[config.mk]
export PLATFORM = sky130hd
export DESIGN_NAME = weekly_light_event_scheduler
export DESIGN_NICKNAME = d
export VERILOG_FILES = /design/src/rtl/core/wles_pkg.sv /design/src/rtl/core/wles_ram.sv /design/src/rtl/core/weekly_light_event_scheduler.sv
export SDC_FILE = /design/constraint.sdc
export NUM_CORES = 2
export LEC_CHECK = 0
export BUFFER_PORTS_ARGS = -buffer_cell sky130_fd_sc_hd__clkbuf_2
export CAP_MARGIN = 0
export CORE_UTILIZATION = 59
export CTS_BUF_LIST = sky130_fd_sc_hd__clkbuf_8
export CTS_CLUSTER_DIAMETER = 80
export CTS_CLUSTER_SIZE = 40
export DETAILED_ROUTE_END_ITERATION = 8
export MAX_ROUTING_LAYER = met4
export PLACE_DENSITY = 0.78
export SYNTH_ARGS = -nofsm -noshare
export SYNTH_HDL_FRONTEND = slang
export SYNTH_HIERARCHICAL = 1
export SYNTH_SLANG_ARGS = --single-unit
[constraint.sdc]
create_clock -name clock -period 3.7 [get_ports clock]
set_input_delay 0.185 -clock clock [delete_from_list [all_inputs] [get_ports clock]]
set_output_delay 0.185 -clock clock [all_outputs]
set_load 0.005 [all_outputs]
[src/rtl/core/wles_pkg.sv]
`timescale 1ns / 1ps
// ----------------------------------------------------------------------------
// wles_pkg
// Shared sizes, day codes, day match function, table entry layout and
// sequencer states of the weekly light event scheduler.
// ----------------------------------------------------------------------------
package wles_pkg;

   localparam int EVENT_SLOTS = 64;
   localparam int ADDR_W      = (EVENT_SLOTS > 1) ? $clog2(EVENT_SLOTS) : 1;
   localparam int CNT_W       = $clog2(EVENT_SLOTS + 1);

   localparam logic [3:0] DAY_SUNDAY   = 4'd0;
   localparam logic [3:0] DAY_SATURDAY = 4'd6;
   localparam logic [3:0] DAY_EVERY    = 4'd7;
   localparam logic [3:0] DAY_WEEKEND  = 4'd8;

   localparam logic KIND_SCHEDULE = 1'b0;
   localparam logic KIND_TICK     = 1'b1;

   typedef struct packed {
      logic [7:0] light;
      logic       action;
   } cmd_type;

   typedef struct packed {
      logic [10:0] minute;
      logic [3:0]  day;
      cmd_type     cmd;
   } entry_type;

   typedef enum logic [1:0] {
      ST_IDLE,
      ST_SCAN,
      ST_FLUSH
   } state_type;

   function automatic logic day_match(input logic [3:0] today, input logic [3:0] code);
      return (code == DAY_EVERY) ||
             ((code == DAY_WEEKEND) && ((today == DAY_SATURDAY) || (today == DAY_SUNDAY))) ||
             (code == today);
   endfunction

endpackage

[src/rtl/core/wles_ram.sv]
`timescale 1ns / 1ps
// ----------------------------------------------------------------------------
// wles_ram
// Simple dual-port RAM: one write port, one read port with registered data.
// ----------------------------------------------------------------------------
module wles_ram #(
   parameter int WIDTH = 8,
   parameter int DEPTH = 64
) (
   input  logic                                       clock,
   input  logic                                       we,
   input  logic [((DEPTH > 1) ? $clog2(DEPTH) : 1)-1:0] waddr,
   input  logic [WIDTH-1:0]                           wdata,
   input  logic                                       re,
   input  logic [((DEPTH > 1) ? $clog2(DEPTH) : 1)-1:0] raddr,
   output logic [WIDTH-1:0]                           rdata
);

   logic [WIDTH-1:0] mem_ff [DEPTH];
   logic [WIDTH-1:0] rdata_ff;

   always_ff @(posedge clock) begin
      if (we) begin
         mem_ff[waddr] <= wdata;
      end
      // hold read data while no read is issued
      if (re) begin
         rdata_ff <= mem_ff[raddr];
      end
   end

   assign rdata = rdata_ff;

endmodule

[src/rtl/core/weekly_light_event_scheduler.sv]
`timescale 1ns / 1ps
// ----------------------------------------------------------------------------
// weekly_light_event_scheduler
// Table of scheduled light events, filled by schedule words and scanned on
// every tick word.
// ----------------------------------------------------------------------------
// Usage:
//   req_* carries schedule and tick words; req_tuser selects the kind
//   (0 schedule, 1 tick). A schedule word is written to the next free slot
//   of the event RAM; it is dropped when the table is full.
//   A tick word starts a scan of the used slots, one RAM read per cycle
//   unless the scan stalls, and each slot whose day code and minute match
//   gives one command word on rsp_*; rsp_tlast marks the final command of
//   the tick. A tick with no match gives no word.
//   A tick keeps the block busy (req_tready low) through the scan and flush
//   states over the single RAM read port; a schedule word leaves it idle.
//   Each matching command is held back one hit so that the final one can be
//   marked, and leaves through an output register, so the next item is
//   taken while the last command still waits. While rsp_tready is low
//   and a second hit needs the output register, the scan stops in place.
//   Reset empties the table at once (fill count cleared) and drops any
//   pending command.
// ----------------------------------------------------------------------------
module weekly_light_event_scheduler (
   input  logic        clock,
   input  logic        reset,
   input  logic        req_tvalid,
   output logic        req_tready,
   input  logic [23:0] req_tdata,   // light_id[7:0], action[8], day[12:9], minute[23:13]
   input  logic        req_tuser,   // kind[0]
   output logic        rsp_tvalid,
   input  logic        rsp_tready,
   output logic [15:0] rsp_tdata,   // out_light[7:0], out_action[8], zero[15:9]
   output logic        rsp_tlast
);

   localparam int AW = wles_pkg::ADDR_W;
   localparam int CW = wles_pkg::CNT_W;

   wles_pkg::state_type state_ff, state_in;
   logic [CW-1:0]       fill_ff, fill_in;
   logic [CW-1:0]       addr_ff, addr_in;
   logic                rd_pend_ff, rd_pend_in;
   logic                pend_valid_ff, pend_valid_in;
   wles_pkg::cmd_type   pend_ff, pend_in;
   logic                rsp_valid_ff, rsp_valid_in;
   wles_pkg::cmd_type   rsp_cmd_ff, rsp_cmd_in;
   logic                rsp_last_ff, rsp_last_in;
   logic [3:0]          tick_day_ff, tick_day_in;
   logic [10:0]         tick_min_ff, tick_min_in;

   wles_pkg::entry_type req_entry;
   wles_pkg::entry_type ram_rdata;
   logic                req_accept;
   logic                out_free;
   logic                hit;
   logic                stall;
   logic                issue;
   logic                scan_done;
   logic                ram_we;
   logic                push;
   logic                push_last;
   wles_pkg::cmd_type   push_cmd;

   assign req_entry.cmd.light  = req_tdata[7:0];
   assign req_entry.cmd.action = req_tdata[8];
   assign req_entry.day        = req_tdata[12:9];
   assign req_entry.minute     = req_tdata[23:13];

   assign req_tready = (state_ff == wles_pkg::ST_IDLE);
   assign req_accept = req_tvalid && req_tready;
   assign out_free   = !rsp_valid_ff || rsp_tready;

   assign hit = rd_pend_ff &&
                wles_pkg::day_match(tick_day_ff, ram_rdata.day) &&
                (ram_rdata.minute == tick_min_ff);
   assign stall     = hit && pend_valid_ff && !out_free;
   assign issue     = (state_ff == wles_pkg::ST_SCAN) && !stall && (addr_ff < fill_ff);
   assign scan_done = (addr_ff == fill_ff) && !rd_pend_ff;
   assign ram_we    = req_accept && (req_tuser == wles_pkg::KIND_SCHEDULE) &&
                      (fill_ff < CW'(wles_pkg::EVENT_SLOTS));

   wles_ram #(
      .WIDTH($bits(wles_pkg::entry_type)),
      .DEPTH(wles_pkg::EVENT_SLOTS)
   ) u_event_ram (
      .clock(clock),
      .we   (ram_we),
      .waddr(fill_ff[AW-1:0]),
      .wdata(req_entry),
      .re   (issue),
      .raddr(addr_ff[AW-1:0]),
      .rdata(ram_rdata)
   );

   // next state
   always_comb begin
      state_in = state_ff;
      case (state_ff)
         wles_pkg::ST_IDLE: begin
            if (req_accept && (req_tuser == wles_pkg::KIND_TICK)) begin
               state_in = wles_pkg::ST_SCAN;
            end
         end
         wles_pkg::ST_SCAN: begin
            if (scan_done) begin
               state_in = wles_pkg::ST_FLUSH;
            end
         end
         wles_pkg::ST_FLUSH: begin
            if (!pend_valid_ff || out_free) begin
               state_in = wles_pkg::ST_IDLE;
            end
         end
         default: begin
            state_in = wles_pkg::ST_IDLE;
         end
      endcase
   end

   // datapath and output control
   always_comb begin
      fill_in       = fill_ff;
      addr_in       = addr_ff;
      rd_pend_in    = 1'b0;
      pend_valid_in = pend_valid_ff;
      pend_in       = pend_ff;
      tick_day_in   = tick_day_ff;
      tick_min_in   = tick_min_ff;
      push          = 1'b0;
      push_last     = 1'b0;
      push_cmd      = pend_ff;
      case (state_ff)
         wles_pkg::ST_IDLE: begin
            if (ram_we) begin
               fill_in = fill_ff + CW'(1);
            end
            if (req_accept && (req_tuser == wles_pkg::KIND_TICK)) begin
               addr_in     = '0;
               tick_day_in = req_entry.day;
               tick_min_in = req_entry.minute;
            end
         end
         wles_pkg::ST_SCAN: begin
            rd_pend_in = stall ? rd_pend_ff : issue;
            if (issue) begin
               addr_in = addr_ff + CW'(1);
            end
            // release the previous hit, keep the new one back for tlast
            if (hit && !stall) begin
               push          = pend_valid_ff;
               pend_in       = ram_rdata.cmd;
               pend_valid_in = 1'b1;
            end
         end
         wles_pkg::ST_FLUSH: begin
            if (pend_valid_ff && out_free) begin
               push          = 1'b1;
               push_last     = 1'b1;
               pend_valid_in = 1'b0;
            end
         end
         default: begin
            pend_valid_in = 1'b0;
         end
      endcase
   end

   always_comb begin
      rsp_valid_in = rsp_valid_ff;
      rsp_cmd_in   = rsp_cmd_ff;
      rsp_last_in  = rsp_last_ff;
      if (push) begin
         rsp_valid_in = 1'b1;
         rsp_cmd_in   = push_cmd;
         rsp_last_in  = push_last;
      end else if (rsp_tready) begin
         rsp_valid_in = 1'b0;
      end
   end

   always_ff @(posedge clock) begin
      if (reset) begin
         state_ff      <= wles_pkg::ST_IDLE;
         fill_ff       <= '0;
         rd_pend_ff    <= 1'b0;
         pend_valid_ff <= 1'b0;
         rsp_valid_ff  <= 1'b0;
      end else begin
         state_ff      <= state_in;
         fill_ff       <= fill_in;
         rd_pend_ff    <= rd_pend_in;
         pend_valid_ff <= pend_valid_in;
         rsp_valid_ff  <= rsp_valid_in;
      end
   end

   always_ff @(posedge clock) begin
      addr_ff     <= addr_in;
      pend_ff     <= pend_in;
      rsp_cmd_ff  <= rsp_cmd_in;
      rsp_last_ff <= rsp_last_in;
      tick_day_ff <= tick_day_in;
      tick_min_ff <= tick_min_in;
   end

   assign rsp_tvalid = rsp_valid_ff;
   assign rsp_tdata  = {7'd0, rsp_cmd_ff.action, rsp_cmd_ff.light};
   assign rsp_tlast  = rsp_last_ff;

endmodule
==> flow_metrics.env <==
export IMPL_status="complete, no violations"
export IMPL_worst_pin_slew_ps=1317
export IMPL_p_clk_share_pct=16.4
export IMPL_drc=0
export IMPL_fill_cells=6581
export IMPL_rows=118
export IMPL_end_kind="flip-flop"
export IMPL_power_report_internal_total_w=0.02784
export IMPL_relSlewSlack_pct=12.22
export IMPL_reg2reg_to="u_event_ram/mem_ff[34][21]"
export IMPL_vdd_drop_max_v=0.0005322
export IMPL_hp_start="req_tdata[23]"
export IMPL_rr_startpoint="state_ff[1]"
export IMPL_power_w=0.04085
export IMPL_root_buffer="clkbuf_8"
export IMPL_crit_type="flip-flop to flip-flop"
export IMPL_final_area_um2=65720
export IMPL_required_ps=4140
export IMPL_switchingPower_w=0.01301
export IMPL_cts_tree="yes"
export IMPL_port_buffers=40
export IMPL_yosys_top_cells_area="edfxtp_1 (78%), mux4_2 (13%), mux2i_1 (1.6%), mux2_2 (0.96%), a221oi_1 (0.73%)"
export IMPL_multiInputGateArea_um2=12970
export IMPL_tns_ps=0
export IMPL_hold_viol_final=0
export IMPL_synthXorXnorAreaFrac_pct=0.3675
export IMPL_fin_crit_sh_pct=94.93
export IMPL_yosys_most_used_dff="edfxtp_1"
export IMPL_ys_warn_count=6
export IMPL_routedWlPerCell_um=33.28
export IMPL_fmax_ghz=0.2847
export IMPL_drt_iter0_markers=4900
export IMPL_ant_nets=0
export IMPL_synth_top_area_share_pct=77.59
export IMPL_startpoint_type="flip-flop"
export IMPL_synth_edff_count=1601
export IMPL_synth_seq_area_share_pct=77.97
export IMPL_worstHoldPathCells=1
export IMPL_antenna_found_initial=3
export IMPL_place_congestion=0.9674
export IMPL_rrSetupSlack_ps=190
export IMPL_fin_crit_ps=3513
export IMPL_ios=48
export IMPL_post_cts_setup_buffer_count=0
export IMPL_vias=29710
export IMPL_p_comb_share_pct=33.0
export IMPL_slew_violations=0
export IMPL_reg2regPathDepth=10
export IMPL_drt_total_wl_um=143600
export IMPL_hpwl_um=86760
export IMPL_grt_max_degree=129
export IMPL_numCtsBuffers=51
export IMPL_cap_violations=0
export IMPL_path_clk_slew_ps=210
export IMPL_crit_fanout=24
export IMPL_gr_total_overflow=0
export IMPL_nNetsFinal=2942
export IMPL_rsz0062_at_grt="false"
export IMPL_yosysTopAreaCell="edfxtp_1"
export IMPL_area_growth_pct=6.054
export IMPL_avgSynthCellArea_um2=22.13
export IMPL_grt_pass1_wl_um=205800
export IMPL_hold_end="u_event_ram/mem_ff[27][23]"
export IMPL_drive_gt1_share_pct=25.38
export IMPL_hold_class="input port to flip-flop"
export IMPL_seqPwrFrac_pct=50.5
export IMPL_synth_area_mux_share_pct=15.45
export IMPL_placedInstanceArea_um2=64510
export IMPL_track_usage_pct=28.05
export IMPL_synth_cell_types=54
export IMPL_synth_seq_cells=1613
export IMPL_setup_viol=0
export IMPL_ctsHtreeMaxLevel=2
export IMPL_mappedNetlistArea_um2=61960
export IMPL_fp_dieArea_um2=106300
export IMPL_synthSimpleGateAreaFrac_pct=1.989
export IMPL_clk_latency_ps=830
export IMPL_switching_share_pct=31.85
export IMPL_worst_clock_skew_ps=66.57
export IMPL_core_area_um2=103800
export IMPL_dr_pass1_iters=6
export IMPL_leakage_nw=19.99
export IMPL_yosys_area_share_adder_pct=0.2423
export IMPL_synth_top_family_by_area="multiplexers"
export IMPL_regArea_um2=48320
export IMPL_ys_async_sr_fraction_pct=0
export IMPL_critPathLaunch="state_ff[1]"
export IMPL_clock_sinks=1613
export IMPL_start_util_pct=59.70
export IMPL_die_h_um=326.1
export IMPL_viasPerCell=6.883
export IMPL_grt_pass1_vias=29020
export IMPL_cts_buffer_depth=3
export IMPL_syn_inst=2800
export IMPL_arrival_ps=3950
export IMPL_fp_dieW_um=326.1
export IMPL_synth_compound_area_share_pct=2.560
export IMPL_p_per_area_nw_per_um2=621.6
[synthesized netlist by cell type, types with 2 or more instances]
master	instances
and3_1	22
o21ai_0	13
a31oi_1	16
clkinv_1	2
a22oi_1	29
or3_1	12
nand2_1	43
inv_1	10
o22ai_1	54
nor2_1	97
dfxtp_1	12
ha_1	12
buf_4	38
edfxtp_1	1601
a221oi_1	52
o211ai_1	2
mux2i_1	98
a21oi_1	27
xnor2_1	24
buf_6	8
nor3_1	2
a221o_1	4
nand3b_1	4
xor2_1	2
o21ai_1	6
nand3_1	25
mux4_2	355
and2_1	5
mux2_2	53
nor2b_1	11
or2_2	3
clkbuf_1	45
o21a_1	13
or3b_2	3
nand4_1	13
buf_2	45
nand2b_1	7
a211oi_1	4
buf_1	13
[critical path, stage by stage, from the launching register on]
cell           delay [ps]
dfxtp_1               370
inv_1                 100
ha_1                  280
nand2_1               100
nor3_2                120
dlygate4sd3_1         580
buf_4                 200
nor2b_1               300
nand2_1               400
nor2_2                180
buf_4                 470
[power groups by stage]
stage	Sequential, W	Combinational [W]	Clock [W]
global placement	0.0210	0.0131	0
finish	0.0206	0.0135	0.00672
global route	0.0207	0.0141	0.00727
CTS	0.0206	0.0134	0.00677
floorplan	0.0210	0.00899	0
detailed placement	0.0210	0.0133	0
[stage by stage]
stage                     hold WS (ps)  util [%]  std cells  setup slack (ps)
after global placement           418.2     62.16       4220             558.0
final                            81.82     63.31       4316             187.5
after floorplan                  257.8         -       2806             10.07
after global routing             60.03     63.31       4314             34.33
after CTS                        28.31     63.30       4312             178.7
after detailed placement         404.5     62.16       4220             548.9
[metal layers]
layer	share of wire, %	global-route usage [%]	vias up
li1	-	-	11890
met1	38	41.14	15630
met2	46	41.11	2004
met3	13	5.761	181
met4	2.7	6.808	0
met5	0	-	-
[how the worst max path moves through the flow]
stage,slack (ps),endpoint
6_report,190,u_event_ram/mem_ff[34][21]
5_1_grt,30,u_event_ram/mem_ff[34][2]
4_1_cts,180,u_event_ram/mem_ff[38][19]
3_5_place_dp,550,u_event_ram/rdata[6]
3_3_place_gp,560,u_event_ram/rdata[6]
2_1_floorplan,10,u_event_ram/mem_ff[48][0]
[cell families (layout without fill, tap and decap cells)]
family,Yosys count,after routing
flip-flops,1613,1613
XOR/XNOR,26,26
buffers and inverters,163,289
AO/OA/AOI/OAI,226,226
multiplexers,506,506
adder cells (fa/ha/maj),12,12
AND/OR/NAND/NOR,253,253
other,1,11
[repair_timing]
item / 4_1_cts / 5_1_grt
resized for setup: 0 / 1
hold buffers: 8 / 0
endpoints found under the setup margin: 0 / 153
hold endpoints to repair: 91 / 0
[layout by cell type, fill, tap and decap left out, types with 16 or more instances in the layout]
cell type,instances
o22ai_1,54
and3_1,22
a31oi_1,16
nor2_1,35
mux4_2,355
mux2_2,53
a21oi_1,26
a22oi_1,29
a221oi_1,52
xnor2_1,24
nand2_1,43
buf_4,130
inv_1,18
edfxtp_1,1601
mux2i_1,98
clkbuf_8,53
clkbuf_2,40
nand3_1,24
nor2_2,62
[sequential cells by signal, summed over array words and instances (netlist names)]
name and flops:
state_ff 2, fill_ff 7, u_event_ram/mem_ff 1536, rsp_tlast 1, rsp_tdata 9, addr_ff 7, rsp_tvalid 1, tick_min_ff 11
tick_day_ff 4, pend_ff 9, pend_valid_ff 1, u_event_ram/rdata 24, rd_pend_ff 1
[cell type report]
cell class | count | area share (%)
flip-flops and latches | 1613 | 73.52
multi-input cells | 1030 | 19.74
well taps | 1380 | 2.627
repair buffers | 192 | 2.338
clock buffers | 53 | 1.110
clock inverters | 31 | 0.5750
inverters | 13 | 0.07425
diodes | 4 | 0.01523
Note: power is estimated with default switching activity, not from simulation.
